==> src/rtl/ssc_pkg.sv <==
// Shared types, class codes and character constants for the SQL script
// character classifier. No dependencies.
`timescale 1ns / 1ps
`default_nettype none
package ssc_pkg;

  localparam logic [2:0] CLS_QUERY   = 3'd0;
  localparam logic [2:0] CLS_DELIM   = 3'd1;
  localparam logic [2:0] CLS_STRING  = 3'd2;
  localparam logic [2:0] CLS_LINE    = 3'd3;
  localparam logic [2:0] CLS_BLOCK   = 3'd4;
  localparam logic [2:0] CLS_KEYWORD = 3'd5;
  localparam logic [2:0] CLS_VALUE   = 3'd6;
  localparam logic [2:0] CLS_NONE    = 3'd7;

  localparam int KEYWORD_LEN = 9;

  localparam logic [7:0] CH_SEMI   = 8'h3B;
  localparam logic [7:0] CH_SLASH  = 8'h2F;
  localparam logic [7:0] CH_STAR   = 8'h2A;
  localparam logic [7:0] CH_DASH   = 8'h2D;
  localparam logic [7:0] CH_QUOTE  = 8'h27;
  localparam logic [7:0] CH_BSLASH = 8'h5C;
  localparam logic [7:0] CH_LF     = 8'h0A;
  localparam logic [7:0] CH_LOW_D  = 8'h64;
  localparam logic [7:0] CH_UP_D   = 8'h44;

  // Broadcast controls for the window cells.
  typedef struct packed {
    logic       shift;
    logic [7:0] push_byte;
    logic [7:0] dwr_byte;
    logic       restart;
  } cell_ctl_t;

  // What each cell reports back.
  typedef struct packed {
    logic [7:0] win_byte;
    logic       valid;
    logic       delim_ok;
    logic       delim_has;
    logic       kw_ok;
  } cell_stat_t;

  // What the labeler sees of the window head.
  typedef struct packed {
    logic [7:0] head;
    logic [7:0] next_byte;
    logic       next_valid;
    logic       delim_match;
    logic       kw_match;
    logic       delim_has;
  } head_view_t;

  // Delimiter store write request from the labeler.
  typedef struct packed {
    logic       en;
    logic [7:0] wbyte;
  } dwr_t;

  function automatic logic [7:0] kw_char(input int idx);
    logic [7:0] ch;
    case (idx)
      0:       ch = 8'h44; // D
      1:       ch = 8'h45; // E
      2:       ch = 8'h4C; // L
      3:       ch = 8'h49; // I
      4:       ch = 8'h4D; // M
      5:       ch = 8'h49; // I
      6:       ch = 8'h54; // T
      7:       ch = 8'h45; // E
      8:       ch = 8'h52; // R
      default: ch = 8'h00;
    endcase
    return ch;
  endfunction

  function automatic logic [7:0] to_upper(input logic [7:0] c);
    return (c >= 8'h61 && c <= 8'h7A) ? (c - 8'd32) : c;
  endfunction

  function automatic logic is_space(input logic [7:0] c);
    return (c >= 8'h09 && c <= 8'h0D) || c == 8'h20 || c == 8'h85 || c == 8'hA0;
  endfunction

endpackage
`default_nettype wire

==> src/rtl/ssc_in_if.sv <==
// Input channel of the classifier: one script byte per word.
// Depends on nothing.
`timescale 1ns / 1ps
`default_nettype none
interface ssc_in_if;
  logic       valid;
  logic       ready;
  logic [7:0] char_byte;
  logic       is_last;

  modport source (output valid, output char_byte, output is_last, input ready);
  modport sink   (input valid, input char_byte, input is_last, output ready);
endinterface
`default_nettype wire

==> src/rtl/ssc_out_if.sv <==
// Result channel of the classifier: one labeled byte per word.
// Depends on nothing.
`timescale 1ns / 1ps
`default_nettype none
interface ssc_out_if;
  logic       valid;
  logic       ready;
  logic [2:0] char_class;
  logic [7:0] char_out;
  logic       last_out;

  modport source (output valid, output char_class, output char_out, output last_out,
                  input ready);
  modport sink   (input valid, input char_class, input char_out, input last_out,
                  output ready);
endinterface
`default_nettype wire

==> src/rtl/ssc_cell.sv <==
// One cell of the lookahead chain: a window byte, its valid bit and one
// delimiter byte, with local compares. Depends on ssc_pkg.
`timescale 1ns / 1ps
`default_nettype none
module ssc_cell #(
  parameter int K = 0
) (
  input  logic                  clk,
  input  logic                  rst_n,
  input  ssc_pkg::cell_ctl_t    ctl,
  input  logic                  push_sel,
  input  logic                  dwr_sel,
  input  logic                  delim_act,
  input  logic [7:0]            nb_byte,
  input  logic                  nb_valid,
  input  logic [7:0]            probe,
  output ssc_pkg::cell_stat_t   stat
);

  logic [7:0] win_r;
  logic       valid_r;
  logic [7:0] delim_r;

  always_ff @(posedge clk) begin
    if (push_sel) begin
      win_r <= ctl.push_byte;
    end else if (ctl.shift) begin
      win_r <= nb_byte;
    end
  end

  always_ff @(posedge clk) begin
    if (!rst_n) begin
      valid_r <= 1'b0;
    end else if (push_sel) begin
      valid_r <= 1'b1;
    end else if (ctl.shift) begin
      valid_r <= nb_valid;
    end
  end

  // The head cell restores the default semicolon delimiter on reset and
  // at the end of every script.
  always_ff @(posedge clk) begin
    if ((!rst_n || ctl.restart) && K == 0) begin
      delim_r <= ssc_pkg::CH_SEMI;
    end else if (dwr_sel) begin
      delim_r <= ctl.dwr_byte;
    end
  end

  assign stat.win_byte  = win_r;
  assign stat.valid     = valid_r;
  assign stat.delim_ok  = !delim_act || (valid_r && win_r == delim_r);
  assign stat.delim_has = delim_act && (delim_r == probe);
  assign stat.kw_ok     = (K >= ssc_pkg::KEYWORD_LEN) ||
                          (valid_r && ssc_pkg::to_upper(win_r) == ssc_pkg::kw_char(K));

endmodule
`default_nettype wire

==> src/rtl/ssc_label.sv <==
// Class state machine that labels the byte at the head of the window and
// owns the delimiter length. Depends on ssc_pkg.
`timescale 1ns / 1ps
`default_nettype none
module ssc_label #(
  parameter int WINDOW = 16
) (
  input  logic                        clk,
  input  logic                        rst_n,
  input  logic                        go,
  input  logic                        restart,
  input  ssc_pkg::head_view_t         hv,
  output logic [2:0]                  cls,
  output logic [$clog2(WINDOW+1)-1:0] delim_len,
  output ssc_pkg::dwr_t               dwr
);

  localparam int CW = $clog2(WINDOW + 1);

  logic [2:0]    cls_r, cls_nxt;
  logic [2:0]    pend_r, pend_nxt;
  logic [CW-1:0] len_r, len_nxt;
  logic          bs_r, bs_nxt;
  logic [7:0]    prev_r;
  logic [2:0]    cur;

  always_comb begin
    cur      = (pend_r != ssc_pkg::CLS_NONE) ? pend_r : cls_r;
    cls_nxt  = cur;
    pend_nxt = ssc_pkg::CLS_NONE;
    len_nxt  = len_r;
    dwr.en   = 1'b0;
    dwr.wbyte = hv.head;
    unique case (cur)
      ssc_pkg::CLS_QUERY: begin
        if (hv.delim_match) begin
          cls_nxt = ssc_pkg::CLS_DELIM;
          if (len_r == CW'(1)) begin
            pend_nxt = ssc_pkg::CLS_QUERY;
          end
        end else if (hv.head == ssc_pkg::CH_LOW_D || hv.head == ssc_pkg::CH_UP_D) begin
          if (hv.kw_match) begin
            cls_nxt = ssc_pkg::CLS_KEYWORD;
          end
        end else if (hv.head == ssc_pkg::CH_SLASH) begin
          if (hv.next_valid && hv.next_byte == ssc_pkg::CH_STAR) begin
            cls_nxt = ssc_pkg::CLS_BLOCK;
          end
        end else if (hv.head == ssc_pkg::CH_DASH) begin
          if (hv.next_valid && hv.next_byte == ssc_pkg::CH_DASH) begin
            cls_nxt = ssc_pkg::CLS_LINE;
          end
        end else if (hv.head == ssc_pkg::CH_QUOTE) begin
          cls_nxt = ssc_pkg::CLS_STRING;
        end
      end
      ssc_pkg::CLS_DELIM: begin
        if (hv.next_valid && !hv.delim_has) begin
          pend_nxt = ssc_pkg::CLS_QUERY;
        end
      end
      ssc_pkg::CLS_STRING: begin
        if (hv.head == ssc_pkg::CH_QUOTE && !bs_r) begin
          pend_nxt = ssc_pkg::CLS_QUERY;
        end
      end
      ssc_pkg::CLS_LINE: begin
        if (hv.head == ssc_pkg::CH_LF) begin
          cls_nxt = ssc_pkg::CLS_QUERY;
        end
      end
      ssc_pkg::CLS_BLOCK: begin
        if (hv.head == ssc_pkg::CH_SLASH && prev_r == ssc_pkg::CH_STAR) begin
          pend_nxt = ssc_pkg::CLS_QUERY;
        end
      end
      ssc_pkg::CLS_KEYWORD: begin
        if (ssc_pkg::is_space(hv.head)) begin
          len_nxt  = '0;
          pend_nxt = ssc_pkg::CLS_VALUE;
        end
      end
      ssc_pkg::CLS_VALUE: begin
        if (ssc_pkg::is_space(hv.head)) begin
          pend_nxt = ssc_pkg::CLS_QUERY;
        end else if (len_r < CW'(WINDOW)) begin
          dwr.en  = go;
          len_nxt = len_r + CW'(1);
        end
      end
      default: begin
        cls_nxt = ssc_pkg::CLS_QUERY;
      end
    endcase
    bs_nxt = (hv.head == ssc_pkg::CH_BSLASH) ? !bs_r : 1'b0;
  end

  always_ff @(posedge clk) begin
    if (!rst_n || (go && restart)) begin
      cls_r  <= ssc_pkg::CLS_QUERY;
      pend_r <= ssc_pkg::CLS_NONE;
      len_r  <= CW'(1);
      bs_r   <= 1'b0;
      prev_r <= 8'h00;
    end else if (go) begin
      cls_r  <= cls_nxt;
      pend_r <= pend_nxt;
      len_r  <= len_nxt;
      bs_r   <= bs_nxt;
      prev_r <= hv.head;
    end
  end

  assign cls       = cls_nxt;
  assign delim_len = len_r;

endmodule
`default_nettype wire

==> src/rtl/sql_script_char_classifier.sv <==
// Top level of the SQL script character classifier: lookahead cell chain,
// head labeler and output register. Depends on ssc_pkg, ssc_in_if,
// ssc_out_if, ssc_cell and ssc_label.
//
//   Channel  Dir  Word contents                     Accepted when
//   in_ch    in   char_byte, is_last                valid && ready
//   out_ch   out  char_class, char_out, last_out    valid && ready
//
// While out_ch is not stalled, one byte enters and one labeled byte leaves
// every cycle in steady state; a byte is labeled once WINDOW-1 later bytes
// sit in the chain. A byte marked last starts a flush of the chain, one label
// per cycle while out_ch is not stalled, during which in_ch.ready is low.
// Reset is synchronous; there is no clearing pass.
// A stalled out_ch holds its word; input is still taken until the chain fills.
`timescale 1ns / 1ps
`default_nettype none
module sql_script_char_classifier #(
  parameter int WINDOW = 16
) (
  input  logic            clk,
  input  logic            rst_n,
  ssc_in_if.sink          in_ch,
  ssc_out_if.source       out_ch
);

  localparam int CW = $clog2(WINDOW + 1);
  localparam int IW = $clog2(WINDOW);

  ssc_pkg::cell_ctl_t  ctl;
  ssc_pkg::cell_stat_t stat [WINDOW];
  ssc_pkg::head_view_t hv;
  ssc_pkg::dwr_t       dwr;

  logic [WINDOW-1:0] push_sel, dwr_sel, delim_act;
  logic [WINDOW-1:0] delim_ok_v, delim_has_v, kw_ok_v;
  logic [CW-1:0]     fill_r, fill_nxt, widx, delim_len;
  logic              flush_r;
  logic              full, slot_free, go, push, final_byte;
  logic [2:0]        cls;

  logic       out_valid_r;
  logic [2:0] out_class_r;
  logic [7:0] out_char_r;
  logic       out_last_r;

  assign full       = stat[WINDOW-1].valid;
  assign slot_free  = !out_valid_r || out_ch.ready;
  assign go         = (full || flush_r) && stat[0].valid && slot_free;
  assign in_ch.ready = !flush_r && (!full || go);
  assign push       = in_ch.valid && in_ch.ready;
  assign final_byte = flush_r && !stat[1].valid;

  // After a pop the write slot moves down by one.
  assign widx     = go ? (fill_r - CW'(1)) : fill_r;
  assign fill_nxt = fill_r + CW'(push) - CW'(go);

  assign ctl.shift     = go;
  assign ctl.push_byte = in_ch.char_byte;
  assign ctl.dwr_byte  = dwr.wbyte;
  assign ctl.restart   = go && final_byte;

  for (genvar k = 0; k < WINDOW; k++) begin : g_cell
    logic [7:0] nb_byte;
    logic       nb_valid;

    if (k == WINDOW - 1) begin : g_tail
      assign nb_byte  = 8'h00;
      assign nb_valid = 1'b0;
    end else begin : g_mid
      assign nb_byte  = stat[k+1].win_byte;
      assign nb_valid = stat[k+1].valid;
    end

    assign push_sel[k]  = push && (widx == CW'(k));
    assign dwr_sel[k]   = dwr.en && (delim_len[IW-1:0] == IW'(k));
    assign delim_act[k] = CW'(k) < delim_len;

    ssc_cell #(.K(k)) u_cell (
      .clk       (clk),
      .rst_n     (rst_n),
      .ctl       (ctl),
      .push_sel  (push_sel[k]),
      .dwr_sel   (dwr_sel[k]),
      .delim_act (delim_act[k]),
      .nb_byte   (nb_byte),
      .nb_valid  (nb_valid),
      .probe     (stat[1].win_byte),
      .stat      (stat[k])
    );

    assign delim_ok_v[k]  = stat[k].delim_ok;
    assign delim_has_v[k] = stat[k].delim_has;
    assign kw_ok_v[k]     = stat[k].kw_ok;
  end

  assign hv.head        = stat[0].win_byte;
  assign hv.next_byte   = stat[1].win_byte;
  assign hv.next_valid  = stat[1].valid;
  assign hv.delim_match = (delim_len != '0) && (&delim_ok_v);
  assign hv.kw_match    = &kw_ok_v;
  assign hv.delim_has   = |delim_has_v;

  ssc_label #(.WINDOW(WINDOW)) u_label (
    .clk       (clk),
    .rst_n     (rst_n),
    .go        (go),
    .restart   (final_byte),
    .hv        (hv),
    .cls       (cls),
    .delim_len (delim_len),
    .dwr       (dwr)
  );

  always_ff @(posedge clk) begin
    if (!rst_n) begin
      fill_r  <= '0;
      flush_r <= 1'b0;
    end else begin
      fill_r <= fill_nxt;
      if (push && in_ch.is_last) begin
        flush_r <= 1'b1;
      end else if (go && final_byte) begin
        flush_r <= 1'b0;
      end
    end
  end

  always_ff @(posedge clk) begin
    if (!rst_n) begin
      out_valid_r <= 1'b0;
    end else if (go) begin
      out_valid_r <= 1'b1;
    end else if (out_ch.ready) begin
      out_valid_r <= 1'b0;
    end
  end

  always_ff @(posedge clk) begin
    if (go) begin
      out_class_r <= cls;
      out_char_r  <= stat[0].win_byte;
      out_last_r  <= final_byte;
    end
  end

  assign out_ch.valid      = out_valid_r;
  assign out_ch.char_class = out_class_r;
  assign out_ch.char_out   = out_char_r;
  assign out_ch.last_out   = out_last_r;

endmodule
`default_nettype wire

==> src/flat_wrapper.sv <==
// flat-port wrapper written by rule: the top's interface ports become plain ports
module sql_script_char_classifier_flat 
#(
  parameter int WINDOW = 16
)
  (clk, rst_n, in_ch_valid, in_ch_char_byte, in_ch_is_last, in_ch_ready, out_ch_valid, out_ch_char_class, out_ch_char_out, out_ch_last_out, out_ch_ready);
  ssc_in_if in_ch_i ();
  ssc_out_if out_ch_i ();
  input  logic clk;
  input  logic rst_n;
  input wire logic [$bits(in_ch_i.valid)-1:0] in_ch_valid;
  input wire logic [$bits(in_ch_i.char_byte)-1:0] in_ch_char_byte;
  input wire logic [$bits(in_ch_i.is_last)-1:0] in_ch_is_last;
  output wire logic [$bits(in_ch_i.ready)-1:0] in_ch_ready;
  output wire logic [$bits(out_ch_i.valid)-1:0] out_ch_valid;
  output wire logic [$bits(out_ch_i.char_class)-1:0] out_ch_char_class;
  output wire logic [$bits(out_ch_i.char_out)-1:0] out_ch_char_out;
  output wire logic [$bits(out_ch_i.last_out)-1:0] out_ch_last_out;
  input wire logic [$bits(out_ch_i.ready)-1:0] out_ch_ready;
  assign in_ch_i.valid = in_ch_valid;
  assign in_ch_i.char_byte = in_ch_char_byte;
  assign in_ch_i.is_last = in_ch_is_last;
  assign in_ch_ready = in_ch_i.ready;
  assign out_ch_valid = out_ch_i.valid;
  assign out_ch_char_class = out_ch_i.char_class;
  assign out_ch_char_out = out_ch_i.char_out;
  assign out_ch_last_out = out_ch_i.last_out;
  assign out_ch_i.ready = out_ch_ready;
  sql_script_char_classifier #(.WINDOW(WINDOW)) u_core (.clk(clk), .rst_n(rst_n), .in_ch(in_ch_i), .out_ch(out_ch_i));
endmodule
==> config.mk <==
export PLATFORM = sky130hd
export DESIGN_NAME = sql_script_char_classifier_flat
export DESIGN_NICKNAME = d
export VERILOG_FILES = /design/src/rtl/ssc_pkg.sv /design/src/rtl/ssc_in_if.sv /design/src/rtl/ssc_out_if.sv /design/src/rtl/ssc_cell.sv /design/src/rtl/ssc_label.sv /design/src/rtl/sql_script_char_classifier.sv /design/src/flat_wrapper.sv
export SDC_FILE = /design/constraint.sdc
export NUM_CORES = 1
export LEC_CHECK = 0
export ABC_CLOCK_PERIOD_IN_PS = 4800
export BUFFER_PORTS_ARGS = -buffer_cell sky130_fd_sc_hd__buf_2
export CORE_MARGIN = 8
export CORE_UTILIZATION = 24
export DETAILED_ROUTE_END_ITERATION = 10
export PLACE_DENSITY_LB_ADDON = 0.3
export SLEW_MARGIN = 20
export SYNTH_ARGS = -nofsm -noshare
export SYNTH_HDL_FRONTEND = slang
export SYNTH_SLANG_ARGS = --single-unit
==> constraint.sdc <==
create_clock -name clk -period 4.8 [get_ports clk]
set_clock_uncertainty 0.2 [all_clocks]
set_input_delay 0.24 -clock clk [delete_from_list [all_inputs] [get_ports clk]]
set_output_delay 0.24 -clock clk [all_outputs]
set_load 0.03 [all_outputs]
Word-level counts from Yosys, hierarchy flattened:

Index checks and enable logic that the tools add are counted.

* bits in latches: 0
* memory bits (read-only): 0
* output and inout port bits: 14
* memory bits (writable): 0
* input bits: 13
* memories: 0
* register bits after elaboration: 311
* word-level logic and storage cells: 480

* shifts and indexed selects: 0
* multiplexer cells: 105
* magnitude comparators: 37
* equal/unequal tests: 95
* reductions and logical operators: 171
* bitwise gates (word level): 0
* $mul: 0
* add/sub/neg operators: 13
* divide/modulo/power cells: 0

Operators by type and width (count)
* two-way mux 8 bit: 41
* equality test 8 bit: 32
* equality test 8 x 7 -> 1 bit, second input constant: 12
* logical AND 1 bit: 96
* >= comparator 8 x 7 -> 1 bit, second input constant: 9
* <= comparator 8 x 7 -> 1 bit, second input constant: 9
* subtractor 8 x 6 -> 8 bit, second input constant: 9
* equality test 8 x 6 -> 1 bit, second input constant: 7
* two-way mux 3 bit: 16
* two-way mux 1 bit: 41
* equality test 5 x 4 -> 1 bit, second input constant: 8
* < comparator 4 x 5 -> 1 bit, first input constant: 8
* nonzero test 2 bit: 19
* equality test 4 bit, second input constant: 8
* logical OR 1 bit: 24
* logical NOT 1 bit: 23
* equality test 5 x 3 -> 1 bit, second input constant: 4
* < comparator 3 x 5 -> 1 bit, first input constant: 4
* two-way mux 5 bit: 4
* one-hot mux 3 bit (6 select lines): 1
* equality test 4 x 3 -> 1 bit, second input constant: 4
* equality test 8 bit, second input constant: 2
* AND reduction 16 bit: 1
* OR reduction 16 bit: 1
* 28 further kinds: 38

Longest topological paths before layout:

* depth in word-level cells: 10
* gate-level depth with buffers: 14
* gate-level depth less buffers: 13

Hierarchy:

From an unflattened synthesis, not the netlist that was laid out.

* cell total of the unflattened synthesis: 1329
* area, all modules: 16848.7 µm²

Modules (own cells, without submodules)
* ssc_cell (u_core.g_cell[10].u_cell ...): sequential area each 500.5 µm², cells an instance 56, area an instance 833.3 µm², instances 7
* ssc_cell (u_core.g_cell[1].u_cell ...): sequential area each 500.5 µm², cells an instance 61, area an instance 872.1 µm², instances 5
* ssc_cell (u_core.g_cell[6].u_cell ...): sequential area each 500.5 µm², cells an instance 62, area an instance 875.8 µm², instances 2
* sql_script_char_classifier: sequential area each 500.5 µm², cells an instance 198, area an instance 1726.7 µm², instances 1
* ssc_label: sequential area each 380.4 µm², cells an instance 168, area an instance 1385.1 µm², instances 1
* ssc_cell (u_core.g_cell[0].u_cell): sequential area each 420.4 µm², cells an instance 80, area an instance 920.9 µm², instances 1
* ssc_cell (u_core.g_cell[2].u_cell): sequential area each 500.5 µm², cells an instance 62, area an instance 870.8 µm², instances 1

Worst setup path before layout:

Ideal clock, no wire load.

* kind: register to register
* from: reg u_core.out_valid_r, in the netlist u_core.out_ch.valid
* to: reg u_core.g_cell[4].u_cell.win_r[0], enable pin
* path buffers: 2
* data arrival time: 2973 ps
* clock period less this slack: 3557 ps
* required time: 4216 ps
* setup slack: 1243 ps
* cell stages (with the launch flop): 10
* setup time: 384 ps
* cells stage by stage: dfxtp_1 nand2b_1 nand2_1 inv_2 buf_1 ha_1 nand3_1 or2_2 clkbuf_1 o21ai_0

RTL lines
* from (decl): line sql_script_char_classifier.sv:41 `logic out_valid_r;`
* from (signal assigned): line sql_script_char_classifier.sv:130 `out_valid_r <= 1'b0;`
* from (signal assigned): line sql_script_char_classifier.sv:132 `out_valid_r <= 1'b1;`
* from (signal assigned): line sql_script_char_classifier.sv:134 `out_valid_r <= 1'b0;`
* to (signal assigned): line ssc_cell.sv:26 `win_r <= ctl.push_byte;`
* to (signal assigned): line ssc_cell.sv:28 `win_r <= nb_byte;`
* to (decl): line ssc_cell.sv:20 `logic [7:0] win_r;`

Worst setup path in the final report:

* from: reg u_core.g_cell[0].u_cell.win_r[6]
* to: reg u_core.g_cell[14].u_cell.delim_r[3], enable pin

* longest elaborated chain between the ends: 8
* elaborated cells between the ends (all ways): 12
* those cells by class: 2 x order compare; 3 x eq/ne; 2 x mux; 5 x reduce/logical

Ends and longest elaborated chain
* from (decl): line ssc_cell.sv:20
* from (signal assigned): line ssc_cell.sv:26
* from (signal assigned): line ssc_cell.sv:28
* >= comparator 8 x 4 -> 1 bit / <= comparator 8 x 4 -> 1 bit (equally long branches): line ssc_pkg.sv:83 `return (c >= 8'h09 && c <= 8'h0D) || c == 8'h20 || c == 8'h85 || c == 8'hA0;`
* logical AND 1 bit: line ssc_pkg.sv:83
* logical OR 1 bit (2 in a row): line ssc_pkg.sv:83
* logical OR 1 bit (*): line ssc_pkg.sv:83
* two-way mux 1 bit (*): line ssc_label.sv:84 `if (ssc_pkg::is_space(hv.head)) begin`
* two-way mux 1 bit (*): line ssc_label.sv:34 `unique case (cur)`
* logical AND 1 bit (*): line sql_script_char_classifier.sv:75 `assign dwr_sel[k] = dwr.en && (delim_len[IW-1:0] == IW'(k));`
* net u_core.g_cell[14].u_cell.dwr_sel: line ssc_cell.sv:12 `input logic dwr_sel,`
* to (signal assigned): line ssc_cell.sv:46 `delim_r <= ssc_pkg::CH_SEMI;`
* to (signal assigned): line ssc_cell.sv:48 `delim_r <= ctl.dwr_byte;`
* to (decl): line ssc_cell.sv:22 `logic [7:0] delim_r;`

Mark *: on every way through the listed nets, which the timed path passes. The rest lies on a longest branch.
A chain may end at the register's enable or synchronous reset.

==> reports/results.tsv <==
stage	metric	value	unit
timing	final setup fails	0	
final_layout	final core utilization	27.9	%
setup_path	worst endpoint required time	4.77	ns
drt	total wire length	52200	um
synth	Top FF cell, synth	edfxtp_1	
power	sequential fraction of design power	46.3	%
timing	setup TNS	0	ns
synth	sequential share of the synthesized area	55.2	%
setup_path	worst stage delay on the critical path	0.72	ns
final_layout	Syn-to-layout area delta	15.2	%
floorplanning	Starting Density	24.3	%
synth	Synth Area in XOR/XNOR	14.2	%
setup_path	crit-path max FO	11	
timing	setup ws final	0.950	ns
place	gpl congestion	0.851	
setup_path	CP delay by family, top	simple AND/OR/NAND/NOR gates	
floorplanning	I/O Pins	27	
timing	crit path time final	3.85	ns
setup_path	Cell Chain, Critical Path	inv_1 > ha_1 > nor3b_1 > o21bai_1 > a21oi_2 > nor4_2 > nand2_1 > nor2_1	
power	Psw	2070	uW
synth	syn nets	1355	
synth	Yosys reg bits	310	
setup_path	crit path kind	flop to flop	
setup_path	Critical Path Start Type	flop	
synth	yosys warns	0	
timing	Fmax	260	MHz
power	P_leak	0.00603	uW
clock_tree	clock slew seen by the registers of the worst setup and hold paths	0.06	ns
setup_path	Buf/Inv on CP	1	
timing	RSZ-0062 raised after global routing	false	
drt	Vias/cell	4.76	
drt	final routed DRC violation total	0	
drt	Post-DRT Antenna Nets	0	
setup_path	crit path DAT	3.82	ns
synth	simple-gate share of the synthesized area	12.2	%
drt	TritonRoute pass-1 iters	5	
floorplanning	Chip Height	274	um
place	post-DP HPWL	35600	um
power	Clock power frac	38.1	%
synth	Mapped Avg Cell Area	12.1	um^2
global_routing	first-pass GRT wire length	75500	um
synth	mux share of post-synthesis cell area	8.66	%
synth	largest family of logic cells by synthesized area	XOR/XNOR gates	
drt	DRT iter0 DRCs	1020	
timing	Final Hold Viols	0	
global_routing	Overall Global Routing Usage	13.6	%
place	Buffers on Ports	26	
power	Pint	5170	uW
setup_path	CP max-delay cell	edfxtp_1	
floorplanning	Die W	274	um
clock_tree	CTS H-tree lvls	2	
global_routing	grt total ovfl	0	
drt	vias	10711	
clock_tree	Inserted Clock Buffers	36	
timing	max_slew headroom	32.2	%
final_layout	share of cells above drive strength 1	17.8	%
clock_tree	CTS tree	built	
global_routing	vias in the first global route	10783	
synth	Synth Area in Adders	1.93	%
floorplanning	row cnt	94	
floorplanning	core footprint	0.0657	mm^2
run_status	status	finished, final reports clean	
power	Comb pwr share	15.6	%
clock_tree	clock root cell	clkbuf_16	
timing	slew at the pin closest to its max-slew limit	1.01	ns
synth	Synth Area in Compound Gates	5.43	%
synth	synthesized area	0.0159	mm^2
synth	Post-Syn Instances	1318	
clock_tree	CTS Buffer Depth	3	
global_routing	largest net degree at the start of global routing	37	
timing	Max Slew Vio Count	0	
job	maxcap violations	0	
drt	WL/cell	23.2	um
hold_path	worst min-delay path class	primary input to flop	
synth	Synth async-reset ratio	0	%
synth	number of synthesized flops with an enable pin	260	
clock_tree	clock sink total	310	
power	PwrDens	394	mW/mm^2
final_layout	antenna cells	0	
setup_path	reg2reg setup slack	0.95	ns
synth	synth unique cells	68	
setup_path	Setup crit end kind	flop	
floorplanning	die area	0.0750	mm^2
timing	crit share post-route	80.2	%
clock_tree	setup bufs post-CTS	0	
place	dpl ws	1.07	ns
global_routing	initial antenna violation count	1	
clock_tree	Skew-Pair Late Insertion Delay	0.56	ns
power	Switching Share	28.6	%
power	Worst VDD drop	0.240	mV
final_layout	Final #Nets	1397	
==> worst reg2reg max path, stage by stage (launching register included) <==
cell	delay, ns
edfxtp_1	0.72
inv_1	0.13
ha_1	0.21
nor3b_1	0.13
o21bai_1	0.20
a21oi_2	0.13
nor4_2	0.65
nand2_1	0.43
nor2_1	0.67
==> synth_stat cells (all sizes together) (25+ instances only) <==
cell type | number | area share (%)
dfxtp | 50 | 6.3
nor2 | 86 | 2.1
nor3 | 25 | 0.93
nand2 | 99 | 2.3
nand3 | 25 | 0.82
inv | 34 | 0.80
nor4 | 27 | 1.1
nand4 | 41 | 1.6
a21oi | 30 | 0.96
edfxtp | 260 | 49
xor2 | 95 | 5.2
buf | 25 | 0.78
xnor2 | 160 | 9.0
o21ai | 41 | 1.3
mux2 | 112 | 7.9
clkbuf | 35 | 0.82
==> flip-flops by register name, summed over array words and instances, names as in the netlist <==
name and cells:
u_core.out_ch.valid 1, u_core.u_label.cls_r 3, u_core.g_cell.u_cell.delim_r 128, u_core.g_cell.u_cell.win_r 128, u_core.u_label.delim_len 5, u_core.fill_r 5, u_core.out_ch.last_out 1, u_core.flush_r 1
u_core.out_ch.char_class 3, u_core.u_label.bs_r 1, u_core.u_label.pend_r 2, u_core.out_ch.char_out 8, u_core.u_label.prev_r 8, u_core.g_cell.u_cell.valid_r 16
==> kinds of logic (layout without fill, tap and decap cells) <==
| kind of cell | count (synthesis) | in the layout |
|---|---|---|
| AND/OR/NAND/NOR | 374 | 374 |
| flip-flops | 310 | 310 |
| XOR/XNOR | 255 | 255 |
| buffers and inverters | 95 | 164 |
| adder cells (fa/ha/maj) | 24 | 24 |
| multiplexers | 124 | 124 |
| AO/OA/AOI/OAI | 136 | 136 |
==> final timing paths <==
check                                                 startpoint                                  end  cells past startpoint
worst max-delay path            u_core.g_cell[0].u_cell.win_r[6]  u_core.g_cell[14].u_cell.delim_r[3]                      8
worst min-delay path                          in_ch_char_byte[5]     u_core.g_cell[4].u_cell.win_r[5]                      3
worst max register to register  u_core.g_cell[0].u_cell.win_r[6]  u_core.g_cell[14].u_cell.delim_r[3]                      8
worst min register to register          u_core.u_label.prev_r[3]             u_core.u_label.prev_r[3]                      2
==> repair_timing <==
action / 4_1_cts / 5_1_grt
gates resized for setup: 0 / 0
hold buffers: 4 / 0
setup endpoints to repair: 0 / 0
hold endpoints to repair: 8 / 0
==> per-layer routing <==
| layer | global-route usage (%) | routed length [um] | up-vias |
|---|---|---|---|
| li1 | - | - | 4855 |
| met1 | 18.7 | 23600 | 5399 |
| met2 | 22.0 | 24300 | 366 |
| met3 | 1.78 | 2960 | 91 |
| met4 | 4.49 | 1370 | 0 |
| met5 | 0 | 0 | - |
==> cell type report <==
cell class / count / area (um^2)
multi-input combinational: 913 / 6760
fill: 6686 / 47400
inverter: 35 / 131
sequential: 310 / 8810
tap: 864 / 1080
timing repair buffer: 64 / 425
clock inverter: 11 / 118
clock buffer: 54 / 1050
==> power groups by stage <==
stage               sequential (uW)  clock, uW  combinational [uW]
global route                   3360       2890                1220
detailed placement             3400          0                1120
finish                         3350       2760                1130
CTS                            3350       2810                1130
global placement               3400          0                1110
floorplan                      3320          0                 713
==> layout by cell type (no fill, tap or decap), types with 33 or more instances in the layout <==
master	count
buf_4	34
nand2_1	98
mux2_2	112
dfxtp_1	50
nand4_1	41
nor2_1	83
xor2_1	95
edfxtp_1	260
inv_1	33
xnor2_1	158
clkbuf_16	37
o21ai_0	41
==> through the flow <==
step | instance area, um^2 | hold slack (ns) | total power (uW) | cells
after global placement | 17200 | 0.242 | 4510 | 2182
after detailed placement | 17200 | 0.247 | 4520 | 2182
after global routing | 18400 | 0.175 | 7480 | 2251
final | 18400 | 0.154 | 7240 | 2251
after floorplan | 15900 | 0.194 | 4030 | 1318
after CTS | 18400 | 0.137 | 7290 | 2251
(Power assumes the default switching activity.)
